<file path="src/rtl/core/hvtq_fifo.sv">
// Small register queue used between the parts of the task queue.
// Standalone; no package dependency.
`default_nettype none

module hvtq_fifo #(
	parameter int WIDTH = 8,
	parameter int DEPTH = 2
) (
	input  logic             clk,
	input  logic             arst_n,
	input  logic             push,
	input  logic [WIDTH-1:0] wdata,
	output logic             full,
	input  logic             pop,
	output logic [WIDTH-1:0] rdata,
	output logic             empty
);

	localparam int AW = (DEPTH > 1) ? $clog2(DEPTH) : 1;
	localparam int CW = $clog2(DEPTH + 1);

	logic [WIDTH-1:0] mem_q [DEPTH];
	logic [AW-1:0]    wr_ptr_q;
	logic [AW-1:0]    rd_ptr_q;
	logic [CW-1:0]    cnt_q;
	logic             do_push;
	logic             do_pop;

	assign full    = (cnt_q == CW'(DEPTH));
	assign empty   = (cnt_q == '0);
	assign do_push = push && !full;
	assign do_pop  = pop && !empty;
	assign rdata   = mem_q[rd_ptr_q];

	always_ff @(posedge clk) begin
		if (do_push) begin
			mem_q[wr_ptr_q] <= wdata;
		end
	end

	always_ff @(posedge clk or negedge arst_n) begin
		if (!arst_n) begin
			wr_ptr_q <= '0;
			rd_ptr_q <= '0;
			cnt_q    <= '0;
		end else begin
			if (do_push) begin
				wr_ptr_q <= (wr_ptr_q == AW'(DEPTH - 1)) ? '0 : wr_ptr_q + 1'b1;
			end
			if (do_pop) begin
				rd_ptr_q <= (rd_ptr_q == AW'(DEPTH - 1)) ? '0 : rd_ptr_q + 1'b1;
			end
			case ({do_push, do_pop})
				2'b10:   cnt_q <= cnt_q + 1'b1;
				2'b01:   cnt_q <= cnt_q - 1'b1;
				default: cnt_q <= cnt_q;
			endcase
		end
	end

endmodule

`default_nettype wire

</file>
<file path="config.mk">
export PLATFORM = sky130hd
export DESIGN_NAME = hvtq_fifo
export DESIGN_NICKNAME = d
export VERILOG_FILES = /design/src/rtl/core/hvtq_fifo.sv
export SDC_FILE = /design/constraint.sdc
export NUM_CORES = 1
export LEC_CHECK = 0
export ABC_CLOCK_PERIOD_IN_PS = 1500
export BUFFER_PORTS_ARGS = -buffer_cell sky130_fd_sc_hd__buf_2
export CORE_MARGIN = 4
export CORE_UTILIZATION = 48
export CTS_CLUSTER_DIAMETER = 40
export CTS_CLUSTER_SIZE = 40
export DETAILED_ROUTE_END_ITERATION = 8
export PLACE_DENSITY = 0.85
export REMOVE_ABC_BUFFERS = 1
export SETUP_SLACK_MARGIN = 0.1
export SYNTH_ARGS = -nofsm -noshare
export SYNTH_HDL_FRONTEND = slang
export SYNTH_SLANG_ARGS = --single-unit
export TNS_END_PERCENT = 100
</file>
<file path="constraint.sdc">
create_clock -name clk -period 1.5 [get_ports clk]
set_input_delay 0.15 -clock clk [delete_from_list [all_inputs] [get_ports clk]]
set_output_delay 0.15 -clock clk [all_outputs]
set_load 0.02 [all_outputs]
</file>
==> summary by stage, run 1 <==
Synthesis
The top-area cell type share of the netlist area is roughly 62%. In the synthesized netlist, the number of instances is between 40 and 50. The share of the Yosys chip area taken by registers is ~75%. The mapped cell area is slightly below 800 sq um.

Sorting the synthesized cells by area gives the leading types as sky130_fd_sc_hd__edfxtp_1 62%, sky130_fd_sc_hd__dfrtp_1 13%, sky130_fd_sc_hd__mux2_2 12%. Each instance of the synthesized netlist takes up on average 18.0 sq um. The flip-flop and latch count after synthesis is 20. The dominant cell type by area after synthesis is sky130_fd_sc_hd__edfxtp_1.

Synthesis instantiated 13 different standard cells from the library. During synthesis, Yosys emitted a total of 0 warnings.

Placed design
The pre-CTS setup slack is 0.113 ns. The total of buffers placed on input and output ports is 21. The final RePlAce weighted congestion is just under 0.7.

Summing all placed instances gives a cell area of approximately 900 sq um. The total half-perimeter wirelength after legalization and detailed placement is around 900 um.

Worst setup path
Traced cell by cell, the critical path runs through buf_6, mux2_4, buf_6. The worst register-to-register path begins at cnt_q[0]$_DFFE_PN0P_. Counting buffers and inverters, the worst setup path is 3 cells deep. For the worst setup path, the data required time is approximately 1.4 ns. Counting cells, the worst reg-to-reg path comes to 6.

Data arrives at the worst endpoint at roughly 1.3 ns. For this design, the slowest cell found on the critical path is sky130_fd_sc_hd__dfrtp_2. The most prevalent standard cell on the critical path is sky130_fd_sc_hd__buf_6.

The dominant delay contributor by cell family on the critical path is flip-flops. The buffers plus inverters on the worst setup path is 2. Along the worst path, the maximum fanout reaches 4. The worst setup path is captured at an output port. STA classifies the critical path startpoint as a flip-flop.

The stage delay of the slowest cell on the critical path is roughly 0.44 ns. The worst setup path startpoint is rd_ptr_q$_DFFE_PN0P_. The path type of the worst setup path is reg -> out.

Detailed routing
The detail-routed net length per standard cell is between 15 and 20 um. Once detail routing completed, the nets flagged for antenna violations numbered 0. The total wire length is 1380 um.

The first-pass iteration count of the detailed router is 2. The detailed router finished its first iteration with 5 violations. The residual DRC count is 0.

The via density per instance is ~4.8. The routed layout has 440 vias.

Floorplanning
Pin placement for this block handled 22 I/O pins. The full die area is 2310 sq um. The floorplan core area is 1510 sq um. The floorplan step set the die height to just under 50 um. The floorplan has 14 rows.

The starting density of the core is 51.2%. Measured along the x axis, the die boundary spans 48.1 um.

Timing
The worst clock skew is 0.0100 ns. The count of endpoints failing hold in the final timing report is 0. Once routing completed, OpenROAD measured the worst setup slack at between 0.06 and 0.07 ns. Setup repair after global routing could not meet its margin everywhere. Adding up every negative setup slack in the final design gives 0 ns. The worst max-slew margin expressed relative to the limit is 74.4%. The number of failing setup endpoints in the final timing report is 0. The clock period could shrink to around 1.4 ns. The top achievable clock speed is 696 MHz.

The final-report max-slew violation count is 0. The share of the cycle needed by the critical path after routing is approximately 96%. At the pin with the least slew margin, the transition time is roughly 0.38 ns.

Finish
The number of nets in the layout is 89. The filler cell count in the final layout is 98. The count of inserted antenna diode cells is 0. The fraction of final layout cells sized beyond drive strength 1 is 60.0%. From synthesis to final layout, the design area changed by 38.2%.

The final non-filler cell area is between 1000 and 1500 sq um.

GRT
The first global-routing pass estimated 2100 um of wire. Entering global routing, the biggest net connects 12 pins. The number of global-route vias before repair was just under 500. The overall track demand over capacity in global routing is 13.8%. The initial antenna violation count came to 0. Summed over all layers, the global routing overflow is 0.

Clock tree
TritonCTS built the clock tree. The number of buffers on the longest clock path is 2. The number of buffers created by CTS is 3.

CTS saw 20 sinks. The clock-pin slew reported for the worst setup and hold paths after clock tree synthesis is 0.11 ns. CTS built an H-tree with a depth of 1. The clock latency at the later pin of the worst-skew pair is around 0.29 ns.

The root cell of the clock tree is sky130_fd_sc_hd__clkbuf_4.

Flow run
The tool flagged a number of max-cap violations equal to 0.

Power and ir drop
For this design the ratio of total power to cell area is roughly 2000 nW/um^2. Across the VDD grid, the largest voltage drop is between 1 and 1.5 mV. The analysis attributes to cell leakage a power of between 0.4 and 0.5 nW.

Status
The run finished with clean final reports.

Worst hold path
Counting instances, the worst hold path has a depth of 1. The startpoint identified for the worst hold timing path is wdata[6]. The worst hold path class is in -> reg.
## stage by stage
stage	std cells	power [mW]	util [%]	hold WS, ns
2_1_floorplan	42	1.37	-	-0.146
3_3_place_gp	80	1.56	59.7	-0.0360
3_5_place_dp	80	1.60	59.7	-0.0350
4_1_cts	90	2.12	68.5	0.0316
5_1_grt	91	2.32	70.8	0.0197
6_report	91	2.18	70.8	0.0359
## power breakdown
group          total (mW)  internal, mW  switching, mW
Combinational        1.08         0.576          0.499
Clock               0.253         0.103          0.150
Sequential          0.856         0.779         0.0763
## synth_stat cells (all sizes together)
library cell   n
edfxtp        16
mux2           8
dfrtp          4
nor2           3
xnor2          3
xor2           2
and3           1
buf            1
ha             1
inv            1
nand2          1
nand2b         1
nor2b          1
## final timing paths
path	endpoint	slack, ns
setup / recovery	rdata[1]	0.06
hold / removal	mem_q[0][6]$_DFFE_PP_	0.04
setup reg to reg	cnt_q[1]$_DFFE_PN0P_	0.18
hold reg to reg	wr_ptr_q$_DFFE_PN0P_	0.50
max in group asynchronous	rd_ptr_q$_DFFE_PN0P_	1.18
min in group asynchronous	wr_ptr_q$_DFFE_PN0P_	0.17
## worst register-to-register path: cells and delay by family (launching register included)
family                   cells  cell delay [ns]
flip-flops                   1             0.39
AND/OR/NAND/NOR              3             0.33
XOR/XNOR                     2             0.31
adder cells (fa/ha/maj)      1             0.17
## routing by layer
metal | routed length, um | track usage, %
met1 | 548 | 15.3
met2 | 716 | 24.3
met3 | 106 | 4.06
met4 | 7 | 6.45
met5 | 0 | 0
## logic make-up after synthesis
logic type	share of synthesized area (%)
xor gates and xnor gates	5.67
adders and majority gates	1.62
buffers and inverters	1.13
DFF	75.2
muxes	11.7
and+or+nand+nor	4.70
## registers in the layout (all words and copies together) (netlist names)
| signal | count |
|---|---|
| cnt_q | 2 |
| mem_q | 16 |
| rd_ptr_q | 1 |
| wr_ptr_q | 1 |
## final cells by class
cell class	instances	area, sq um	area share [%]
multi-input cells	21	210	19.7
inverters	1	3.75	0.352
well taps	16	20.0	1.88
repair buffers	29	225	21.1
clock buffers	4	26.3	2.46
flip-flops and latches	20	582	54.5
## what timing repair did
action | CTS | global route
setup buffers | 5 | 1
gates resized for setup | 20 | 6
hold buffers | 1 | 0
pin swaps | 0 | 0
endpoints found under the hold margin | 4 | 0
endpoints found under the setup margin | 9 | 9
## cells in the final DEF, fill, tap and decap left out, drive strengths merged
cell type / n
ha: 1
and3: 1
mux2: 8
edfxtp: 16
nand2b: 1
dlygate4sd3: 1
dfrtp: 4
buf: 28
nand2: 1
xnor2: 3
inv: 1
clkbuf: 4
nor2b: 1
nor2: 3
xor2: 2
(Power assumes the default switching activity.)
==> run 2: changes to the inputs <==
- ABC_CLOCK_PERIOD_IN_PS: 1500 -> 1200
- CORE_UTILIZATION: 48 -> 43
- PLACE_DENSITY: 0.85 -> 0.81
- clock period: 1.5 -> 1.2 ns (I/O delays scaled with it)
==> run 2 against run 1 <==
The run now ends with negative setup slack left. Total power rose by 62%. Clock power rose by 120%. Wire length rose by 20%.
==> summary by stage, run 2 (same netlist as run 1, synthesis figures left out) <==
Status
The run finished, with violations left. The final reports fail on negative setup slack.

Finish
The filler cell count in the final layout was 88 (-10%). The final core area utilization is 80.1% (+9.3 points). The sequential cell area in the final layout is 583 sq um (+0.22%). The register with the most flip-flops in the final layout is mem_q.

The number of flip-flops under the largest register name was 16 (unchanged). The number of nets in the layout is 107 (+20%). The final non-filler cell total is 118 (+30%). Relative to the synthesized area, the layout overhead comes to 77.3%. In the layout the commonest cells are 20 x sky130_fd_sc_hd__buf_6, 16 x sky130_fd_sc_hd__edfxtp_1, 11 x sky130_fd_sc_hd__buf_2, 9 x sky130_fd_sc_hd__dlygate4sd3_1, 7 x sky130_fd_sc_hd__buf_4. The leading cell type in the layout, fill and taps excluded is sky130_fd_sc_hd__buf_6.

The fraction of final layout cells sized beyond drive strength 1 is 68.8% (+8.8 points). The multi-input gate area in the final layout came to 275 sq um (+31%). The largest registers in the layout are mem_q (16), cnt_q (2). The count of inserted antenna diode cells is 0 (unchanged).

Timing
Subtracting the final worst setup slack from the clock period gives between 1 and 1.5 ns. The number of failing setup endpoints in the final timing report is 20 (+20). The count of endpoints failing hold in the final timing report is 0 (unchanged). The worst max-slew margin expressed relative to the limit is 84.1% (+9.7 points).

The final total negative setup slack is -2.74 ns (-2.74 ns). The transition time at the pin with the least slew margin is 0.239 ns (-0.145 ns). Setup repair after global routing could not meet its margin everywhere. The final-report max-slew violation count is 0 (unchanged). The worst hold-check slack is 0.136 ns (+0.0996 ns). The final worst-path setup slack is -0.239 ns (-0.302 ns).

The worst clock skew came to 0.00105 ns (-0.00896 ns). The final critical path takes up 120% of the cycle. The top achievable clock speed is ~700 MHz.

Placed design
The final RePlAce weighted congestion came to 0.655 (-4.7%). The number of placed instances with taps included is 95 (+19%). The total of buffers placed on input and output ports is 21 (unchanged). The pre-CTS setup slack is -0.127 ns (-0.240 ns). The total half-perimeter wirelength after legalization and detailed placement is 987 um (+10%).

Worst setup path
The worst endpoint required time is 1.08 ns (-0.27 ns). The startpoint type of the worst setup path is a flip-flop. The biggest fanout along the worst timing path is 4 (unchanged). The register-to-register path setup slack is -0.09 ns (-0.27 ns). The arrival time reported for the critical path endpoint is 1.32 ns (+0.03 ns). The element type at the critical path end is an output port. By startpoint and endpoint, the worst setup path is classified as reg -> out.

Detailed routing
The total wire length came to 1660 um (+20%). The detail-routed net length per standard cell is 14.1 um (-7.2%). The first-iteration detailed-routing DRC count is 1 (-4).

The via density per instance came to 4.40 (-9.0%). The first-pass iteration count of the detailed router is 2 (unchanged). The number of routed nets with antenna violations is 0 (unchanged). The total via count in the routed design came to 519 (+18%).

The residual DRC count came to 0 (unchanged).

Clock tree
The CTS H-tree depth was 1 (unchanged). The number of buffers on the longest clock path came to 2 (unchanged). TritonCTS built the clock tree. The clock sink count is 20 (unchanged). The clock-pin slew reported for the worst setup and hold paths after clock tree synthesis is 0.11 ns (about the same). The number of buffers created by CTS is 3 (unchanged). The clock latency at the later pin of the worst-skew pair came to 0.30 ns (about the same). The cell sitting at the root of the clock tree is a sky130_fd_sc_hd__clkbuf_4.

GRT
The leftover overflow at the end of global routing was 0 (unchanged). The overall track demand over capacity in global routing is 14.0% (+0.17 points). The first-pass GRT wire length is 2510 um (+20%). The number of global-route vias before repair is 563 (+15%). The initial antenna violation count came to 0 (unchanged). The maximum number of pins on one net before global-route repair is 13 (+1).

Worst hold path
The worst hold path class is in -> async.

Floorplanning
The starting density of the core is 45.2% (-6.0 points). The number of I/O pins is 22 (unchanged). The site row count is 15 (+1). The y dimension of the die was 50.4 um (+4.7%).

The die outline width came to 50.4 um (+4.7%). The floorplan core area is 1710 sq um (+13%). The full die area is 2540 sq um (+9.6%).

Power and ir drop
The power density of the placed cells came to 2580 nW/um^2 (+26%). The standby leakage power is 0.586 nW (+32%). The worst IR drop on VDD is 1.68 mV (+44%).

Flow run
The count of max-cap constraint violations is 0 (unchanged).
[run 2: changes by cell type in the layout (fill, tap and decap cells not counted), sizes merged]
cell | previous run | this run
clkbuf | 4 | 3
buf | 28 | 38
dlygate4sd3 | 1 | 9
bufinv | 0 | 1
[run 2: routing by layer]
layer	vias to the layer above	wire length (um)	track usage, %
met1	249	638	14.4
met3	0	78	5.34
met2	14	942	26.1
met4	0	0	4.04
li1	256	-	-
met5	-	0	0
[run 2: area by class of cell]
type | instances | share of cell area, %
Sequential cell | 20 | 42.6
Timing Repair Buffer | 47 | 30.9
Multi-Input combinational cell | 21 | 20.1
Tap cell | 25 | 2.29
Clock inverter | 1 | 2.19
Clock buffer | 3 | 1.65
Inverter | 1 | 0.274
[run 2: timing repair]
item | 4_1_cts | 5_1_grt
setup buffers | 7 | 4
gates cloned | 0 | 0
gates resized for setup | 43 | 11
endpoints found under the setup margin | 28 | 30
pin swaps | 5 | 4
hold buffers | 7 | 2
hold endpoints to repair | 16 | 4
[run 2: power by group]
part	internal (mW)	switching, mW
clock network	0.338	0.211
registers	0.977	0.142
logic	1.12	0.749
total	2.43	1.10
[run 2: worst paths after layout]
check	from	endpoint	cells past startpoint
min in group clk	push	cnt_q[0]$_DFFE_PN0P_	4
max in group asynchronous	arst_n	rd_ptr_q$_DFFE_PN0P_	2
min reg2reg	wr_ptr_q$_DFFE_PN0P_	wr_ptr_q$_DFFE_PN0P_	1
min	arst_n	wr_ptr_q$_DFFE_PN0P_	2
max reg2reg	cnt_q[0]$_DFFE_PN0P_	mem_q[0][1]$_DFFE_PP_	5
max	rd_ptr_q$_DFFE_PN0P_	rdata[5]	3
[run 2: stage by stage]
step                      area [sq um]  power (mW)
after floorplan                    767        1.71
after global placement             956        2.08
after detailed placement           956        2.13
after CTS                         1280        3.33
after global routing              1370        3.71
final                             1370        3.53
[run 2: critical path, cell delays in order (launching register included)]
cell                      delay (ns)
sky130_fd_sc_hd__dfrtp_2        0.45
sky130_fd_sc_hd__buf_6          0.14
sky130_fd_sc_hd__mux2_4         0.30
sky130_fd_sc_hd__buf_6          0.13
==> run 3: changes to the inputs <==
- ABC_AREA: not set -> 1
- CAP_MARGIN: not set -> 40
- CORE_UTILIZATION: 43 -> 44
==> run 3 against run 2 <==
The run still ends with negative setup slack left. Highest routed layer is now met4. Clock skew about the same. Sequential share of layout area up 0.39 points. Worst hold slack got worse by 0.12 ns. Combinational power grew 11%. Via count increased by 32%. Global-route usage rose by 0.26 points. Synthesized cell count is 72% higher. Total power fell by 1.1%.
==> summary by stage, run 3 <==
Timing
The top achievable clock speed was 786 MHz (+13%). The count of endpoints failing hold in the final timing report is 0 (unchanged). The worst hold-check slack is 0.0111 ns (-0.124 ns). The share of the cycle needed by the critical path after routing is 106% (-14 points). The worst max-slew margin expressed relative to the limit is 89.1% (+5.0 points). The final worst-path setup slack came to -0.0716 ns (+0.168 ns). The worst clock skew came to 0.00151 ns (+0.000457 ns).

The transition time at the pin with the least slew margin came to 0.163 ns (-0.0756 ns). The final-report max-slew violation count is 0 (unchanged). The post-route minimum period is 1.27 ns (-0.168 ns).

Setup repair after global routing could not meet its margin everywhere. The number of failing setup endpoints in the final timing report was 28 (+40%).

Synthesis
The most frequently used cell type in the post-synthesis netlist is sky130_fd_sc_hd__nand2_1. sky130_fd_sc_hd__edfxtp_1 takes more of the synthesized area than any other cell. The number of enable flip-flop cells after synthesis came to 16 (unchanged). The top-area cell type share of the netlist area is 58.8% (-3.4 points). The mapped cell area was 817 sq um (+5.8%).

The flip-flop and latch count after synthesis is 20 (unchanged). Yosys attributes the largest share of cell area to sky130_fd_sc_hd__edfxtp_1 59%, sky130_fd_sc_hd__nand2_1 15%, sky130_fd_sc_hd__dfrtp_1 12%. The number of distinct library cells after synthesis is 14 (+1).

The fraction of registers with async set or reset after synthesis was 20.0% (unchanged). The flip-flop cell with the highest count after synthesis is sky130_fd_sc_hd__edfxtp_1. The per-instance average area after synthesis was 11.0 sq um (-39%).

The commonest cells after synthesis are 32 x sky130_fd_sc_hd__nand2_1, 16 x sky130_fd_sc_hd__edfxtp_1, 7 x sky130_fd_sc_hd__inv_1. The share of synthesized area occupied by flip-flops and latches is 71.1% (-4.1 points). The number of cells produced by synthesis was 74 (+72%). The total of warnings raised by yosys was 0 (unchanged).

Worst setup path
The dominant delay contributor by cell family on the critical path is buffers and inverters. The stage delay of the slowest cell on the critical path is 0.40 ns (-0.05 ns). The worst endpoint required time was 1.23 ns (+0.15 ns). The path type of the worst setup path is reg -> reg. The cell with the largest stage delay on the worst path is sky130_fd_sc_hd__dfrtp_1. The register-to-register path setup slack is -0.07 ns (+0.02 ns). The critical path goes through inv_2, buf_4, nor2_4, inv_2, nand3_1, inv_2, buf_12. The buffers plus inverters on the worst setup path is 5 (+3). The startpoint type of the worst setup path is a flip-flop.

The element type at the critical path end is a flip-flop. The biggest fanout along the worst timing path was 8 (+4). The arrival time reported for the critical path endpoint is 1.30 ns (-0.02 ns). The most prevalent standard cell on the critical path is sky130_fd_sc_hd__inv_2.

Finish
The count of inserted antenna diode cells came to 0 (unchanged). The leading cell type in the layout, fill and taps excluded is sky130_fd_sc_hd__nand2_2. The fraction of final layout cells sized beyond drive strength 1 was 64.7% (-4.1 points). The largest register by flop count is mem_q. The number of flip-flops under the largest register name is 16 (unchanged). The top cell types in the final layout, fill and taps aside, are 19 x sky130_fd_sc_hd__nand2_2, 17 x sky130_fd_sc_hd__buf_6, 16 x sky130_fd_sc_hd__edfxtp_1, 12 x sky130_fd_sc_hd__nand2_1, 11 x sky130_fd_sc_hd__buf_2. The layout-stage area growth over the synthesis result is 66.0%. The largest registers in the layout are mem_q (16), cnt_q (2). The number of nets in the layout is 133 (+24%).

Floorplanning
The site row count is 15 (unchanged). The die outline width was 51.1 um (+1.4%). The y dimension of the die is 51.1 um (+1.4%).

The floorplan core area was 1750 sq um (+2.2%). The starting density of the core was 46.8% (+1.6 points). The full die area is 2610 sq um (+2.9%). The number of I/O pins is 22 (unchanged).

Placed design
The pre-CTS setup slack is -0.167 ns (-0.0397 ns). The total half-perimeter wirelength after legalization and detailed placement came to 1090 um (+10%). The final RePlAce weighted congestion is 0.766 (+17%). The total of buffers placed on input and output ports was 21 (unchanged).

Power and ir drop
The worst IR drop on VDD is 1.76 mV (+4.9%). The standby leakage power came to 0.614 nW (+4.9%). The power density of the placed cells is 2580 nW/um^2 (-0.19%).

Detailed routing
The via density per instance is 4.76 (+8.3%). The residual DRC count is 0 (unchanged). The number of routed nets with antenna violations was 0 (unchanged). The detail-routed net length per standard cell is 13.0 um (-7.8%). The total via count in the routed design was 686 (+32%).

The first-pass iteration count of the detailed router was 4 (+2). The first-iteration detailed-routing DRC count is 10 (+9). The total wire length is 1870 um (+12%).

Clock tree
The clock-pin slew reported for the worst setup and hold paths after clock tree synthesis is 0.10 ns (about the same). The clock latency at the later pin of the worst-skew pair is 0.29 ns (about the same). TritonCTS built the clock tree. The number of buffers on the longest clock path was 2 (unchanged). The root cell of the clock tree is sky130_fd_sc_hd__clkbuf_4. The clock sink count is 20 (unchanged).

The number of buffers created by CTS is 3 (unchanged). The CTS H-tree depth is 1 (unchanged).

GRT
The leftover overflow at the end of global routing is 0 (unchanged). The maximum number of pins on one net before global-route repair is 12 (-1). The overall track demand over capacity in global routing was 14.3% (+0.26 points).

The first-pass GRT wire length is 2750 um (+9.4%). The number of global-route vias before repair is 669 (+19%). The initial antenna violation count is 0 (unchanged).

Worst hold path
The worst hold path belongs to the class in -> reg.

Status
The flow ran to the end, but the final reports show violations. The checks that failed: negative setup slack.

Flow run
The count of max-cap constraint violations is 0 (unchanged).
[run 3: routing by layer]
metal,up-vias,track usage [%],part of all wire (%)
met5,-,0,0
met4,0,7.17,1.6
met3,6,3.79,3.9
met2,23,26.4,55
met1,325,14.5,39
li1,332,-,-
[run 3: power by group]
part	switching [mW]	internal [mW]
Sequential	0.125	0.974
Clock	0.194	0.121
Combinational	1.05	1.03
[run 3: worst paths after layout]
kind / startpoint / end / cells after the start
setup / recovery: cnt_q[1]$_DFFE_PN0P_ / mem_q[0][1]$_DFFE_PP_ / 7
hold / removal: wdata[2] / mem_q[0][2]$_DFFE_PP_ / 1
setup reg to reg: cnt_q[1]$_DFFE_PN0P_ / mem_q[0][1]$_DFFE_PP_ / 7
hold reg to reg: wr_ptr_q$_DFFE_PN0P_ / wr_ptr_q$_DFFE_PN0P_ / 2
max in group asynchronous: arst_n / rd_ptr_q$_DFFE_PN0P_ / 2
min in group asynchronous: arst_n / wr_ptr_q$_DFFE_PN0P_ / 2
[run 3: layout make-up]
cell class	count	area (sq um)
Sequential cell	20	583
Clock buffer	3	22.5
Timing Repair Buffer	42	377
Multi-Input combinational cell	43	297
Tap cell	25	31.3
Fill cell	108	389
Inverter	10	42.5
Clock inverter	1	3.75
[run 3: what timing repair did]
item                       CTS  global route
hold endpoints to repair     4             8
hold buffers                 1             4
setup endpoints to repair   28            28
pin swaps                    9             5
gates resized for setup     45            20
setup buffers                6             3
[run 3: per-stage QoR]
stage	TNS (ns)	power (mW)	instances	area [sq um]	util, %
floorplan	-1.07	1.79	73	812	-
detailed placement	-0.829	2.29	126	1010	58.1
CTS	-1.09	3.22	137	1240	70.8
global placement	-0.451	2.25	126	1010	58.1
global route	-2.54	3.70	144	1360	77.7
finish	-1.35	3.50	144	1360	77.7
[run 3: kinds of logic (layout without fill, tap and decap cells)]
family / Yosys count / in the layout / share of synthesized area [%]
compound gates: 1 / 1 / 1.07
buf+inv: 11 / 56 / 5.21
simple gates: 40 / 40 / 20.1
xor+xnor: 1 / 1 / 1.07
fa+ha+maj: 1 / 1 / 1.53
flops: 20 / 20 / 71.1
[run 3: worst reg2reg max path, cell delays in order (launching register included)]
cell and delay [ns]:
sky130_fd_sc_hd__dfrtp_1 0.40, sky130_fd_sc_hd__inv_2 0.10, sky130_fd_sc_hd__buf_4 0.14, sky130_fd_sc_hd__nor2_4 0.04, sky130_fd_sc_hd__inv_2 0.03, sky130_fd_sc_hd__nand3_1 0.08
sky130_fd_sc_hd__inv_2 0.08, sky130_fd_sc_hd__buf_12 0.12
