$ cat config.mk
export PLATFORM = sky130hd
export DESIGN_NAME = hvtq_front
export DESIGN_NICKNAME = d
export VERILOG_FILES = /design/src/rtl/core/hvtq_pkg.sv /design/src/rtl/core/hvtq_fifo.sv /design/src/rtl/core/hvtq_front.sv
export SDC_FILE = /design/constraint.sdc
export NUM_CORES = 1
export LEC_CHECK = 0
export ABC_AREA = 1
export BUFFER_PORTS_ARGS = -buffer_cell sky130_fd_sc_hd__buf_2
export CORE_UTILIZATION = 29
export CTS_CLUSTER_DIAMETER = 40
export DETAILED_ROUTE_END_ITERATION = 7
export MAX_ROUTING_LAYER = met4
export PLACE_DENSITY = 0.58
export SLEW_MARGIN = 40
export SYNTH_ARGS = -nofsm -noshare
export SYNTH_HDL_FRONTEND = slang
export SYNTH_SLANG_ARGS = --single-unit
$ cat constraint.sdc
create_clock -name clk -period 4.4 [get_ports clk]
set_input_delay 0.22 -clock clk [delete_from_list [all_inputs] [get_ports clk]]
set_output_delay 0.22 -clock clk [all_outputs]
set_load 0.02 [all_outputs]
$ cat src/rtl/core/hvtq_pkg.sv
// Package for the highest-value task queue: item types, codes and defaults.
// Used by the modules of the block except hvtq_fifo; depends on nothing.
`default_nettype none

package hvtq_pkg;

	localparam int MAX_TASKS_DEF = 32;
	localparam int CMDQ_DEPTH    = 2;
	localparam int RESQ_DEPTH    = 2;

	localparam logic [6:0] PCT_BASE   = 7'd100;
	localparam logic [6:0] ZERO_FLOOR = 7'd10;

	typedef enum logic [1:0] {
		OP_ENQ  = 2'd0,
		OP_REM  = 2'd1,
		OP_PEEK = 2'd2,
		OP_NOP  = 2'd3
	} op_t;

	typedef enum logic [2:0] {
		ST_OK       = 3'd0,
		ST_EMPTY    = 3'd1,
		ST_NOTFOUND = 3'd2,
		ST_FULL     = 3'd3,
		ST_DUP      = 3'd4
	} status_t;

	typedef struct packed {
		logic [1:0]  action;
		logic [7:0]  task_id;
		logic [6:0]  task_value;
		logic [31:0] cpu_ms;
		logic [31:0] budget_ms;
		logic        slice_over;
	} in_item_t;

	typedef struct packed {
		logic [7:0] best_task;
		logic [6:0] result_value;
		logic [2:0] status;
		logic [5:0] queued_count;
	} out_item_t;

	typedef struct packed {
		op_t         op;
		logic [7:0]  task_id;
		logic [6:0]  task_value;
		logic [31:0] cpu_ms;
		logic [31:0] diff;
		logic        overrun;
		logic        slice_over;
	} cmd_t;

endpackage

`default_nettype wire

$ cat src/rtl/core/hvtq_fifo.sv
// Small register queue used between the parts of the task queue.
// Standalone; no package dependency.
`default_nettype none

module hvtq_fifo #(
	parameter int WIDTH = 8,
	parameter int DEPTH = 2
) (
	input  logic             clk,
	input  logic             arst_n,
	input  logic             push,
	input  logic [WIDTH-1:0] wdata,
	output logic             full,
	input  logic             pop,
	output logic [WIDTH-1:0] rdata,
	output logic             empty
);

	localparam int AW = (DEPTH > 1) ? $clog2(DEPTH) : 1;
	localparam int CW = $clog2(DEPTH + 1);

	logic [WIDTH-1:0] mem_q [DEPTH];
	logic [AW-1:0]    wr_ptr_q;
	logic [AW-1:0]    rd_ptr_q;
	logic [CW-1:0]    cnt_q;
	logic             do_push;
	logic             do_pop;

	assign full    = (cnt_q == CW'(DEPTH));
	assign empty   = (cnt_q == '0);
	assign do_push = push && !full;
	assign do_pop  = pop && !empty;
	assign rdata   = mem_q[rd_ptr_q];

	always_ff @(posedge clk) begin
		if (do_push) begin
			mem_q[wr_ptr_q] <= wdata;
		end
	end

	always_ff @(posedge clk or negedge arst_n) begin
		if (!arst_n) begin
			wr_ptr_q <= '0;
			rd_ptr_q <= '0;
			cnt_q    <= '0;
		end else begin
			if (do_push) begin
				wr_ptr_q <= (wr_ptr_q == AW'(DEPTH - 1)) ? '0 : wr_ptr_q + 1'b1;
			end
			if (do_pop) begin
				rd_ptr_q <= (rd_ptr_q == AW'(DEPTH - 1)) ? '0 : rd_ptr_q + 1'b1;
			end
			case ({do_push, do_pop})
				2'b10:   cnt_q <= cnt_q + 1'b1;
				2'b01:   cnt_q <= cnt_q - 1'b1;
				default: cnt_q <= cnt_q;
			endcase
		end
	end

endmodule

`default_nettype wire

$ cat src/rtl/core/hvtq_front.sv
// Front part: accepts input transactions, classifies them and queues commands.
// Depends on hvtq_pkg and hvtq_fifo.
`default_nettype none

module hvtq_front (
	input  logic              clk,
	input  logic              arst_n,
	input  logic              push,
	input  hvtq_pkg::in_item_t item,
	output logic              full,
	input  logic              pop,
	output hvtq_pkg::cmd_t    cmd,
	output logic              empty
);

	hvtq_pkg::cmd_t                  cls;
	logic [$bits(hvtq_pkg::cmd_t)-1:0] rd_raw;

	always_comb begin
		cls.op         = hvtq_pkg::op_t'(item.action);
		cls.task_id    = item.task_id;
		cls.task_value = item.task_value;
		cls.cpu_ms     = item.cpu_ms;
		cls.diff       = item.cpu_ms - item.budget_ms;
		cls.overrun    = item.cpu_ms > item.budget_ms;
		cls.slice_over = item.slice_over;
	end

	hvtq_fifo #(
		.WIDTH($bits(hvtq_pkg::cmd_t)),
		.DEPTH(hvtq_pkg::CMDQ_DEPTH)
	) u_cmdq (
		.clk   (clk),
		.arst_n(arst_n),
		.push  (push),
		.wdata (cls),
		.full  (full),
		.pop   (pop),
		.rdata (rd_raw),
		.empty (empty)
	);

	assign cmd = hvtq_pkg::cmd_t'(rd_raw);

endmodule

`default_nettype wire

==> metrics.yaml, run 1 <==
final_layout:
  regArea_mm2: 0.00509
  fill_cells: 3094
  syn2layout_area_growth_pct: 27.3
  drive_above_1_share_pct: 18.9
  fin_util_pct: 37.8
  multi_input_area_mm2: 0.00309
  num_antenna_cells: 0
  final_cells: 1639
  stdcell_area_mm2: 0.0113
  nNetsFinal: 1356
routing:
  vias: 6833
  top_layer: "met4"
  dr_wl_met3_um: 893
  via_per_inst: 4.17
  antenna_left: 0
  drtPass1Iterations: 5
  wl_per_cell_um: 13.2
  routed_wirelength_um: 21600
  wl_met1_um: 10500
  drt_iter0_markers: 302
  remaining_drc_errors: 0
  wl_met2_um: 9950
placement:
  placedCellCount: 1559
  port_buffers: 170
  place_hpwl_um: 15400
  postPlaceCellArea_mm2: 0.0102
  gp_congestion: 0.842
timing:
  setup_violations: 0
  rsz0062_at_grt: "false"
  final_hold_viol_count: 0
  fin_crit_sh_pct: 51.8
  max_freq_mhz: 439
  drv_slew: 0
  worst_slew_pin_slew_ns: 0.760
  max-slew-margin-rel_pct: 49.3
  min_period_ns: 2.28
  skew_ns: 0.00816
status:
  status: "complete, no violations"
synthesis:
  synthTopCellsByArea: "edfxtp_1 56%, nand2_1 20%, inv_1 6.7%"
  synth.distinct_cells: 29
  ys_async_sr_fraction_pct: 2.35
  syn_nets: 1133
  ys.flop_type: "edfxtp_1"
  synth-warning-count: 0
  synth-edff-count: 166
  yosys.area.top_type: "edfxtp_1"
  syn_inst: 1013
  synth.avg_cell_area_um2: 8.73
  synth-seq-cells: 170
  synth_area_mm2: 0.00884
  ys_seq_area_share_pct: 57.5
  synth_top_area_share_pct: 56.4
critical_path:
  worstPathCellList: "inv_4, buf_4, nand2_1, nand2_1, buf_2"
  path_delay_family: "buffers and inverters"
  critPathBufInv: 3
  end_kind: "output port"
  r2r_cells: 3
  worstPathArrival_ns: 2.06
  r2r_setup_slack_ns: 2.29
  critPathKind: "reg2out"
  crit_path_start_kind: "register"
  reg2reg_from: "u_cmdq.cnt_q[0]$_DFFE_PN0P_"
  crit_path_frequent_cell: "nand2_1"
  cp.required_ns: 4.18
  cpMaxStageDelayCell: "inv_4"
  cp.depth: 5
  slowest_delay_ns: 0.48
  crit_start: "u_cmdq.rd_ptr_q$_DFFE_PN0P_"
  r2r-end: "u_cmdq.mem_q[0][28]$_DFFE_PP_"
  crit_end: "cmd[46]"
  crit_fanout: 59
grt:
  grt_max_degree: 84
  grt_overflow: 0
  grt_use_total_pct: 15.1
  grt_pass1_vias: 6667
  grt_pass1_wl_um: 34900
  antenna_found_initial: 0
clock_network:
  cts_buffers: 17
  path_clk_slew_ns: 0.07
  cts-root-buf: "clkbuf_16"
  cts_tree: "done"
  post_cts_buffers: 0
  cts_sinks: 170
  cts_max_path_buffers: 2
  clock_latency_ns: 0.43
  cts.repair.resized: 0
  htreeDepth: 4
  cts-hold-fix-buffers: 47
floorplan:
  num_rows: 63
  io_pins: 171
  dieArea_mm2: 0.0312
  die_w_um: 177
  core_mm2: 0.0298
  start_util_pct: 29.7
  fp.dieH_um: 177
power:
  power.density_mw_per_mm2: 561
  ir_drop_mv: 0.337
  leakagePower_nw: 5.57
worst_hold_path:
  hold_path_class: "in2reg"
run:
  max_cap_violations: 0
## worst register-to-register path: stages, from the launching register on
cell and delay (ns):
dfrtp_1 0.46, o21ai_1 0.26, nor2_4 0.43, buf_6 0.55
## stage by stage
step	hold WS, ns	TNS, ns	setup slack [ns]	power [mW]
finish	0.0164	0	2.12	6.31
global route	0.00297	0	1.84	6.76
CTS	0.00215	0	1.55	6.41
detailed placement	0.0293	0	1.56	4.84
global placement	0.0306	0	1.65	4.81
floorplan	-0.0756	-41.64	-0.251	4.00
## Yosys cell counts, drive strengths merged, types with 2 or more instances
cell,n
dfrtp,4
xnor2,2
inv,160
xor2,17
nand4,4
nand2,495
o21ai,4
a21oi,23
nand3,30
nor3,5
and2,3
clkbuf,4
ha,33
buf,14
nor2,44
edfxtp,166
## where the power goes
part           total (mW)  switching, mW  internal [mW]  leakage [nW]
Sequential           2.36         0.0941           2.26          1.59
Clock                1.52          0.666          0.852         0.290
Combinational        2.44           1.73          0.705          3.69
## cell usage in the layout (no fill, tap or decap), types with 2 or more instances in the layout
master | Yosys | final
nor2_1 | 40 | 38
inv_1 | 159 | 158
ha_1 | 33 | 33
buf_6 | 0 | 2
and2_1 | 3 | 3
inv_6 | 0 | 5
clkinv_4 | 0 | 2
nand3_2 | 2 | 2
xor2_1 | 17 | 17
clkinv_2 | 0 | 2
o21ai_0 | 3 | 2
nor2_4 | 0 | 2
nor3_1 | 3 | 3
nand2_1 | 479 | 479
nand3_1 | 28 | 28
nor2_2 | 4 | 4
nand4_1 | 4 | 4
o21ai_1 | 1 | 2
inv_8 | 0 | 2
nand2_2 | 16 | 16
dlygate4sd3_1 | 0 | 47
a21oi_1 | 23 | 23
edfxtp_1 | 166 | 166
xnor2_1 | 2 | 2
bufinv_16 | 0 | 2
dfrtp_1 | 4 | 3
clkbuf_16 | 0 | 17
buf_2 | 7 | 170
## worst min path at each step
| stage | from | cells after the start | slack [ns] | to |
|---|---|---|---|---|
| after floorplan | arst_n | 0 | -0.08 | u_cmdq.cnt_q[0]$_DFFE_PN0P_ |
| after global placement | arst_n | 1 | 0.03 | u_cmdq.cnt_q[0]$_DFFE_PN0P_ |
| after detailed placement | arst_n | 1 | 0.03 | u_cmdq.cnt_q[0]$_DFFE_PN0P_ |
| after CTS | item[64] | 1 | 0.002 | u_cmdq.mem_q[0][65]$_DFFE_PP_ |
| after global routing | item[61] | 1 | 0.003 | u_cmdq.mem_q[1][62]$_DFFE_PP_ |
| final | item[64] | 1 | 0.02 | u_cmdq.mem_q[1][65]$_DFFE_PP_ |
## layout make-up
type	instances	share of cell area, %
Tap cell	390	4.34
Timing Repair Buffer	222	12.4
Multi-Input combinational cell	664	27.5
Inverter	161	5.39
Clock buffer	18	3.81
Sequential cell	170	45.2
Clock inverter	14	1.43
## state kept, by name, indices dropped and copies added (netlist names)
name	flops
u_cmdq.mem_q	166
u_cmdq.cnt_q	2
u_cmdq.rd_ptr_q	1
u_cmdq.wr_ptr_q	1
## layer usage
| layer | track usage [%] | vias to the layer above |
|---|---|---|
| met3 | 2.45 | 13 |
| met5 | - | - |
| met1 | 19.7 | 3070 |
| met4 | 4.09 | 0 |
| li1 | - | 3610 |
| met2 | 24.3 | 140 |
## kinds of logic after synthesis
family          after synthesis  share of synthesized area (%)
compound gates               29                           1.70
xor+xnor                     19                           1.88
fa+ha+maj                    34                           4.90
buf+inv                     179                           7.70
flops                       170                           57.5
simple gates                582                           26.3
(Power assumes the default switching activity.)
==> inputs of run 2 (changes only) <==
--- a/config.mk
+++ b/config.mk
@@ -5,7 +5,7 @@
 export SDC_FILE = /design/constraint.sdc
 export NUM_CORES = 1
 export LEC_CHECK = 0
-export ABC_AREA = 1
+export ABC_AREA = 0
 export BUFFER_PORTS_ARGS = -buffer_cell sky130_fd_sc_hd__buf_2
 export CORE_UTILIZATION = 29
 export CTS_CLUSTER_DIAMETER = 40
==> constraint.sdc (replaced) <==
create_clock -name clk -period 1.9 [get_ports clk]
set_input_delay 0.095 -clock clk [delete_from_list [all_inputs] [get_ports clk]]
set_output_delay 0.095 -clock clk [all_outputs]
set_load 0.02 [all_outputs]
==> run 2 against run 1 <==
Global-route usage is 0.15 points lower. Via count shrank 16%. Sequential cell count unchanged. Total power rose by 140%. Die area is 8.4% lower. Sequential share of layout area fell by 1.5 points. Cell count fell by 21%. Critical endpoint is now u_cmdq.mem_q[1][24]$_DFFE_PP_. Largest power group unchanged.
==> metrics.yaml, run 2 <==
clock_network:
  cts_buffers: 17
  cts-root-buf: "clkbuf_16"
  path_clk_slew_ns: 0.07
  clock_latency_ns: 0.42
  cts_tree: "done"
  cts_max_path_buffers: 2
  cts_sinks: 170
  htreeDepth: 4
floorplan:
  fp.dieH_um: 169
  start_util_pct: 29.8
  num_rows: 60
  io_pins: 171
  dieArea_mm2: 0.0286
  core_mm2: 0.0272
  die_w_um: 169
synthesis:
  ys_async_sr_fraction_pct: 2.35
  ys.flop_type: "edfxtp_1"
  synthTopCellsByArea: "edfxtp_1 62%, mux2_2 12%, ha_1 5.1%"
  synth-warning-count: 0
  synth-seq-cells: 170
  syn_nets: 692
  synth.most_common_cell: "edfxtp_1"
  synth-edff-count: 166
  synth_commonest_cells: "166 x edfxtp_1, 83 x mux2_2, 44 x inv_1"
  syn_inst: 572
  synth_area_mm2: 0.00810
  yosys.area.top_type: "edfxtp_1"
  synth_top_area_share_pct: 61.6
  ys_seq_area_share_pct: 62.8
  synth.avg_cell_area_um2: 14.2
  synth.distinct_cells: 52
critical_path:
  end_kind: "register"
  crit_fanout: 3
  crit_path_start_kind: "input pin"
  critPathKind: "in2reg"
  cp.required_ns: 2.05
  worstPathArrival_ns: 1.97
  crit_start: "item[33]"
  reg2reg_from: "u_cmdq.cnt_q[0]$_DFFE_PN0P_"
timing:
  max_freq_mhz: 552
  max-slew-margin-rel_pct: 72.2
  final_hold_viol_count: 0
  hold_slack_ns: 0.0452
  drv_slew: 0
  skew_ns: 0.0117
  setup_violations: 0
  fin_crit_sh_pct: 95.4
  min_period_ns: 1.81
  worst_slew_pin_slew_ns: 0.412
final_layout:
  max_flop_register: "u_cmdq.mem_q"
  drive_above_1_share_pct: 47.4
  layout_common_cells: "170 x buf_2, 166 x edfxtp_1, 104 x buf_4, 83 x mux2_2, 52 x dlygate4sd3_1"
  stdcell_area_mm2: 0.0116
  nNetsFinal: 1028
  num_antenna_cells: 0
  largest_reg_flops: 166
  final_common_cell: "buf_2"
  syn2layout_area_growth_pct: 43.8
  reg.largest.list: "u_cmdq.mem_q: 166 flops, u_cmdq.cnt_q: 2 flops"
routing:
  remaining_drc_errors: 0
  wl_per_cell_um: 15.9
  via_per_inst: 4.42
  routed_wirelength_um: 20500
  antenna_left: 0
  drt_iter0_markers: 338
  drtPass1Iterations: 4
  vias: 5715
run:
  max_cap_violations: 0
power:
  p_comb_share_pct: 38.1
  seq_power_share_pct: 36.5
  p_int_mw: 9.90
  ir_drop_mv: 0.527
  power_switching_mw: 5.06
  swShare_pct: 33.8
  power.density_mw_per_mm2: 1280
  leakagePower_nw: 4.74
  power_frac_clock_pct: 25.4
grt:
  grt_pass1_wl_um: 31300
  grt_max_degree: 48
  grt_pass1_vias: 5853
  antenna_found_initial: 0
  grt_use_total_pct: 15.0
  grt_overflow: 0
placement:
  port_buffers: 170
  gp_congestion: 0.766
  postPlaceCellArea_mm2: 0.0104
  place_hpwl_um: 14600
status:
  status: "complete, no violations"
worst_hold_path:
  hold_path_class: "in2reg"
  hold_start: "item[33]"
[run 2: changes by cell type in the layout (fill, tap and decap cells not counted), sizes merged, moves of 8 or more]
cell,previous run,this run
nand2,495,33
nand3,30,11
xnor2,2,22
a31oi,0,9
inv,167,49
and3,0,9
a21o,1,9
a21oi,23,33
buf,174,281
nor2,44,24
mux2,0,83
o21ai,4,20
[run 2: what timing repair did]
item                       CTS  global route
hold buffers                52             0
gates resized for setup      0            10
hold endpoints to repair   103             0
setup buffers                0             1
setup endpoints to repair    0            14
[run 2: logic make-up after synthesis]
logic type	share of synthesized area, %
mux	11.5
fa+ha+maj	5.35
simple gates	5.49
compound gates	8.19
flops	62.8
buf+inv	2.94
xor+xnor	3.68
[run 2: metal layers]
metal,part of all wire (%),GRT usage (%),vias to the layer above
met4,0.49,3.68,0
met3,4.0,3.23,8
met5,0,-,-
met2,49,24.9,129
met1,47,18.5,2760
li1,-,-,2818
[run 2: power by group through the flow]
| stage | clock [mW] | combinational (mW) | sequential (mW) |
|---|---|---|---|
| global placement | 0 | 5.65 | 5.51 |
| CTS | 3.91 | 5.78 | 5.47 |
| floorplan | 0 | 3.55 | 5.50 |
| finish | 3.80 | 5.69 | 5.47 |
| global route | 4.05 | 6.12 | 5.54 |
| detailed placement | 0 | 5.67 | 5.55 |
[run 2: worst max-delay path, stage by stage]
cell and delay, ns:
buf_2 0.14, inv_8 0.03, ha_4 0.16, fa_2 0.36, nor2b_2 0.15, o2111ai_2 0.16
a21oi_4 0.22, a211oi_2 0.13, o31ai_1 0.23, a21oi_1 0.12, xnor2_1 0.16
[run 2: area by class of cell]
type                    count  area (µm²)
fillers                  2583       15500
flip-flops and latches    170        5090
multi-input cells         342        2990
repair buffers            333        2290
well taps                 372         465
clock buffers              18         429
clock inverters            14         210
inverters                  44         173
[run 2: through the flow]
step / worst slack, ns / cells / utilization, % / setup TNS (ns) / power (mW)
floorplan: -0.359 / 572 / - / -43.39 / 9.04
global placement: -0.383 / 1208 / 38.3 / -11.05 / 11.2
detailed placement: -0.423 / 1208 / 38.3 / -12.73 / 11.2
CTS: 0.0178 / 1292 / 42.6 / 0 / 15.2
global route: -0.000571 / 1293 / 42.8 / -0.00112 / 15.7
finish: 0.0869 / 1293 / 42.8 / 0 / 15.0
[run 2: path summary, 6_finish.rpt]
check | end | slack (ns) | cells past startpoint
setup / recovery | u_cmdq.mem_q[1][24]$_DFFE_PP_ | 0.09 | 11
hold / removal | u_cmdq.mem_q[0][34]$_DFFE_PP_ | 0.05 | 2
setup reg to reg | u_cmdq.mem_q[0][74]$_DFFE_PP_ | 0.36 | 5
hold reg to reg | u_cmdq.cnt_q[0]$_DFFE_PN0P_ | 0.54 | 1
max in group asynchronous | u_cmdq.rd_ptr_q$_DFFE_PN0P_ | 1.13 | 3
min in group asynchronous | u_cmdq.cnt_q[0]$_DFFE_PN0P_ | 0.57 | 3
==> inputs of run 3 (changes only) <==
--- a/config.mk
+++ b/config.mk
@@ -12,6 +12,8 @@
 export DETAILED_ROUTE_END_ITERATION = 7
 export MAX_ROUTING_LAYER = met4
 export PLACE_DENSITY = 0.58
+export RECOVER_POWER = 50
+export SETUP_SLACK_MARGIN = 0.3
 export SLEW_MARGIN = 40
 export SYNTH_ARGS = -nofsm -noshare
 export SYNTH_HDL_FRONTEND = slang
==> run 3 against run 2 <==
Non-clock buffer count is 29 higher. Combinational power is 17% higher. Worst setup slack better by 0.0035 ns. Critical path depth is 7 lower. Fmax is 0.20% higher. Sequential cell count stayed put. Register-to-register slack worse by 0.18 ns. Count of clock-buffer cells in the layout is 1 lower. Clock power is 5.5% lower. Cell count is 2.2% higher. Sequential power hardly changed. Die area stayed put.
==> metrics.yaml, run 3 (same netlist as run 2, synthesis figures left out) <==
status:
  status: "complete, no violations"
timing:
  final_hold_viol_count: 0
  max-slew-margin-rel_pct: 67.3
  rsz0062_at_grt: "true"
  min_period_ns: 1.81
  drv_slew: 0
  setup_violations: 0
  max_freq_mhz: 553
  fin_crit_sh_pct: 95.2
  skew_ns: 0.00603
  worst_slew_pin_slew_ns: 0.490
power:
  seq_power_share_pct: 34.7
  swShare_pct: 34.7
  power_frac_clock_pct: 22.9
  ir_drop_mv: 0.571
  p_comb_share_pct: 42.4
  power_switching_mw: 5.45
  power.density_mw_per_mm2: 1260
  leakagePower_nw: 4.93
  power_mw: 15.7
  p_int_mw: 10.3
final_layout:
  syn2layout_area_growth_pct: 54.3
  reg.largest.list: "u_cmdq.mem_q: 166 flops, u_cmdq.cnt_q: 2 flops"
  nNetsFinal: 1057
  drive_above_1_share_pct: 50.3
  final_cells: 1322
  layout_common_cells: "166 x edfxtp_1, 107 x buf_2, 102 x buf_4, 77 x mux2_2, 53 x dlygate4sd3_1"
  final_common_cell: "edfxtp_1"
  num_antenna_cells: 0
  largest_reg_flops: 166
  max_flop_register: "u_cmdq.mem_q"
grt:
  grt_pass1_vias: 6028
  grt_pass1_wl_um: 32300
  antenna_found_initial: 0
  grt_max_degree: 45
  grt_use_total_pct: 15.5
  grt_overflow: 0
floorplan:
  die_w_um: 169
  fp.dieH_um: 169
  num_rows: 60
  core_mm2: 0.0272
  dieArea_mm2: 0.0286
  io_pins: 171
  start_util_pct: 29.8
clock_network:
  htreeDepth: 4
  clock_latency_ns: 0.42
  path_clk_slew_ns: 0.07
  cts-root-buf: "clkbuf_16"
  cts_sinks: 170
  cts_max_path_buffers: 2
  cts_tree: "done"
  cts_buffers: 17
critical_path:
  cp.required_ns: 1.80
  crit_path_start_kind: "register"
  worstPathArrival_ns: 1.71
  critPathKind: "reg2out"
  end_kind: "output port"
  crit_fanout: 12
routing:
  drtPass1Iterations: 4
  remaining_drc_errors: 0
  drt_iter0_markers: 271
  via_per_inst: 4.47
  antenna_left: 0
  wl_per_cell_um: 16.8
  vias: 5906
  routed_wirelength_um: 22200
placement:
  port_buffers: 170
  gp_congestion: 0.793
  placedCellCount: 1213
  place_hpwl_um: 14800
run:
  max_cap_violations: 0
worst_hold_path:
  hold_path_class: "in2reg"
-- run 3: changes by cell type in the layout (fill, tap and decap cells not counted), moves of 6 or more --
| cell | change |
|---|---|
| clkbuf_1 | +43 |
| clkbuf_4 | +18 |
| xnor2_2 | +6 |
| ha_4 | +8 |
| xnor2_1 | -6 |
| mux2_2 | -6 |
| inv_1 | -8 |
| buf_6 | +24 |
| mux2_4 | +6 |
| buf_2 | -63 |
| inv_6 | +7 |
| a21oi_1 | -6 |
| ha_1 | -10 |
-- run 3: what timing repair did --
item | CTS | global route
setup endpoints to repair | 123 | 169
hold buffers | 53 | 0
pin swaps | 26 | 20
resized for setup | 47 | 91
cloned | 0 | 6
hold endpoints to repair | 105 | 0
buffers inserted | 8 | 10
-- run 3: path summary, 6_finish.rpt --
check                                            start                       endpoint  slack, ns  depth (start not counted)
hold / removal                                     pop    u_cmdq.rd_ptr_q$_DFFE_PN0P_       0.09                          3
max in group asynchronous                       arst_n    u_cmdq.rd_ptr_q$_DFFE_PN0P_       1.12                          3
setup reg to reg           u_cmdq.cnt_q[0]$_DFFE_PN0P_  u_cmdq.mem_q[1][49]$_DFFE_PP_       0.18                          3
setup / recovery           u_cmdq.rd_ptr_q$_DFFE_PN0P_                        cmd[20]       0.09                          4
hold reg to reg            u_cmdq.cnt_q[1]$_DFFE_PN0P_    u_cmdq.cnt_q[1]$_DFFE_PN0P_       0.51                          1
min in group asynchronous                       arst_n    u_cmdq.cnt_q[1]$_DFFE_PN0P_       0.57                          3
-- run 3: through the flow --
step           worst slack [ns]  area (µm²)  TNS [ns]  hold WS, ns  utilization, %
2_1_floorplan            -0.359        8410    -43.54       -0.201               -
3_3_place_gp             -0.377       10600    -10.62      -0.0935            39.0
3_5_place_dp             -0.439       10600    -12.23      -0.0894            39.0
4_1_cts                  0.0506       12000         0       0.0761            44.3
5_1_grt                  0.0232       12500         0       0.0828            46.0
6_report                 0.0905       12500         0       0.0929            46.0
-- run 3: per-layer routing --
layer | global-route usage, % | share of wire [%] | up-vias
li1 | - | - | 2883
met1 | 18.9 | 45 | 2874
met2 | 25.8 | 49 | 135
met3 | 3.46 | 5.0 | 14
met4 | 4.11 | 0.76 | 0
met5 | - | 0 | -
-- run 3: worst max-delay path, cell delays in order (launching register included) --
cell and delay (ns):
dfrtp_4 0.49, buf_12 0.16, clkbuf_16 0.17, mux2_2 0.29, buf_2 0.16
-- run 3: power by group through the flow --
stage	clock (mW)	sequential, mW	combinational [mW]
global route	3.81	5.54	7.11
global placement	0	5.57	5.69
CTS	3.69	5.48	5.99
floorplan	0	5.50	3.59
finish	3.59	5.46	6.66
detailed placement	0	5.60	5.69
-- run 3: final cells by class --
| cell class | instances | area [µm²] |
|---|---|---|
| clock buffer | 17 | 425 |
| inverter | 44 | 185 |
| multi-input combinational | 342 | 3450 |
| tap | 372 | 465 |
| fill | 2517 | 14700 |
| clock inverter | 15 | 176 |
| timing repair buffer | 362 | 2700 |
| sequential | 170 | 5090 |
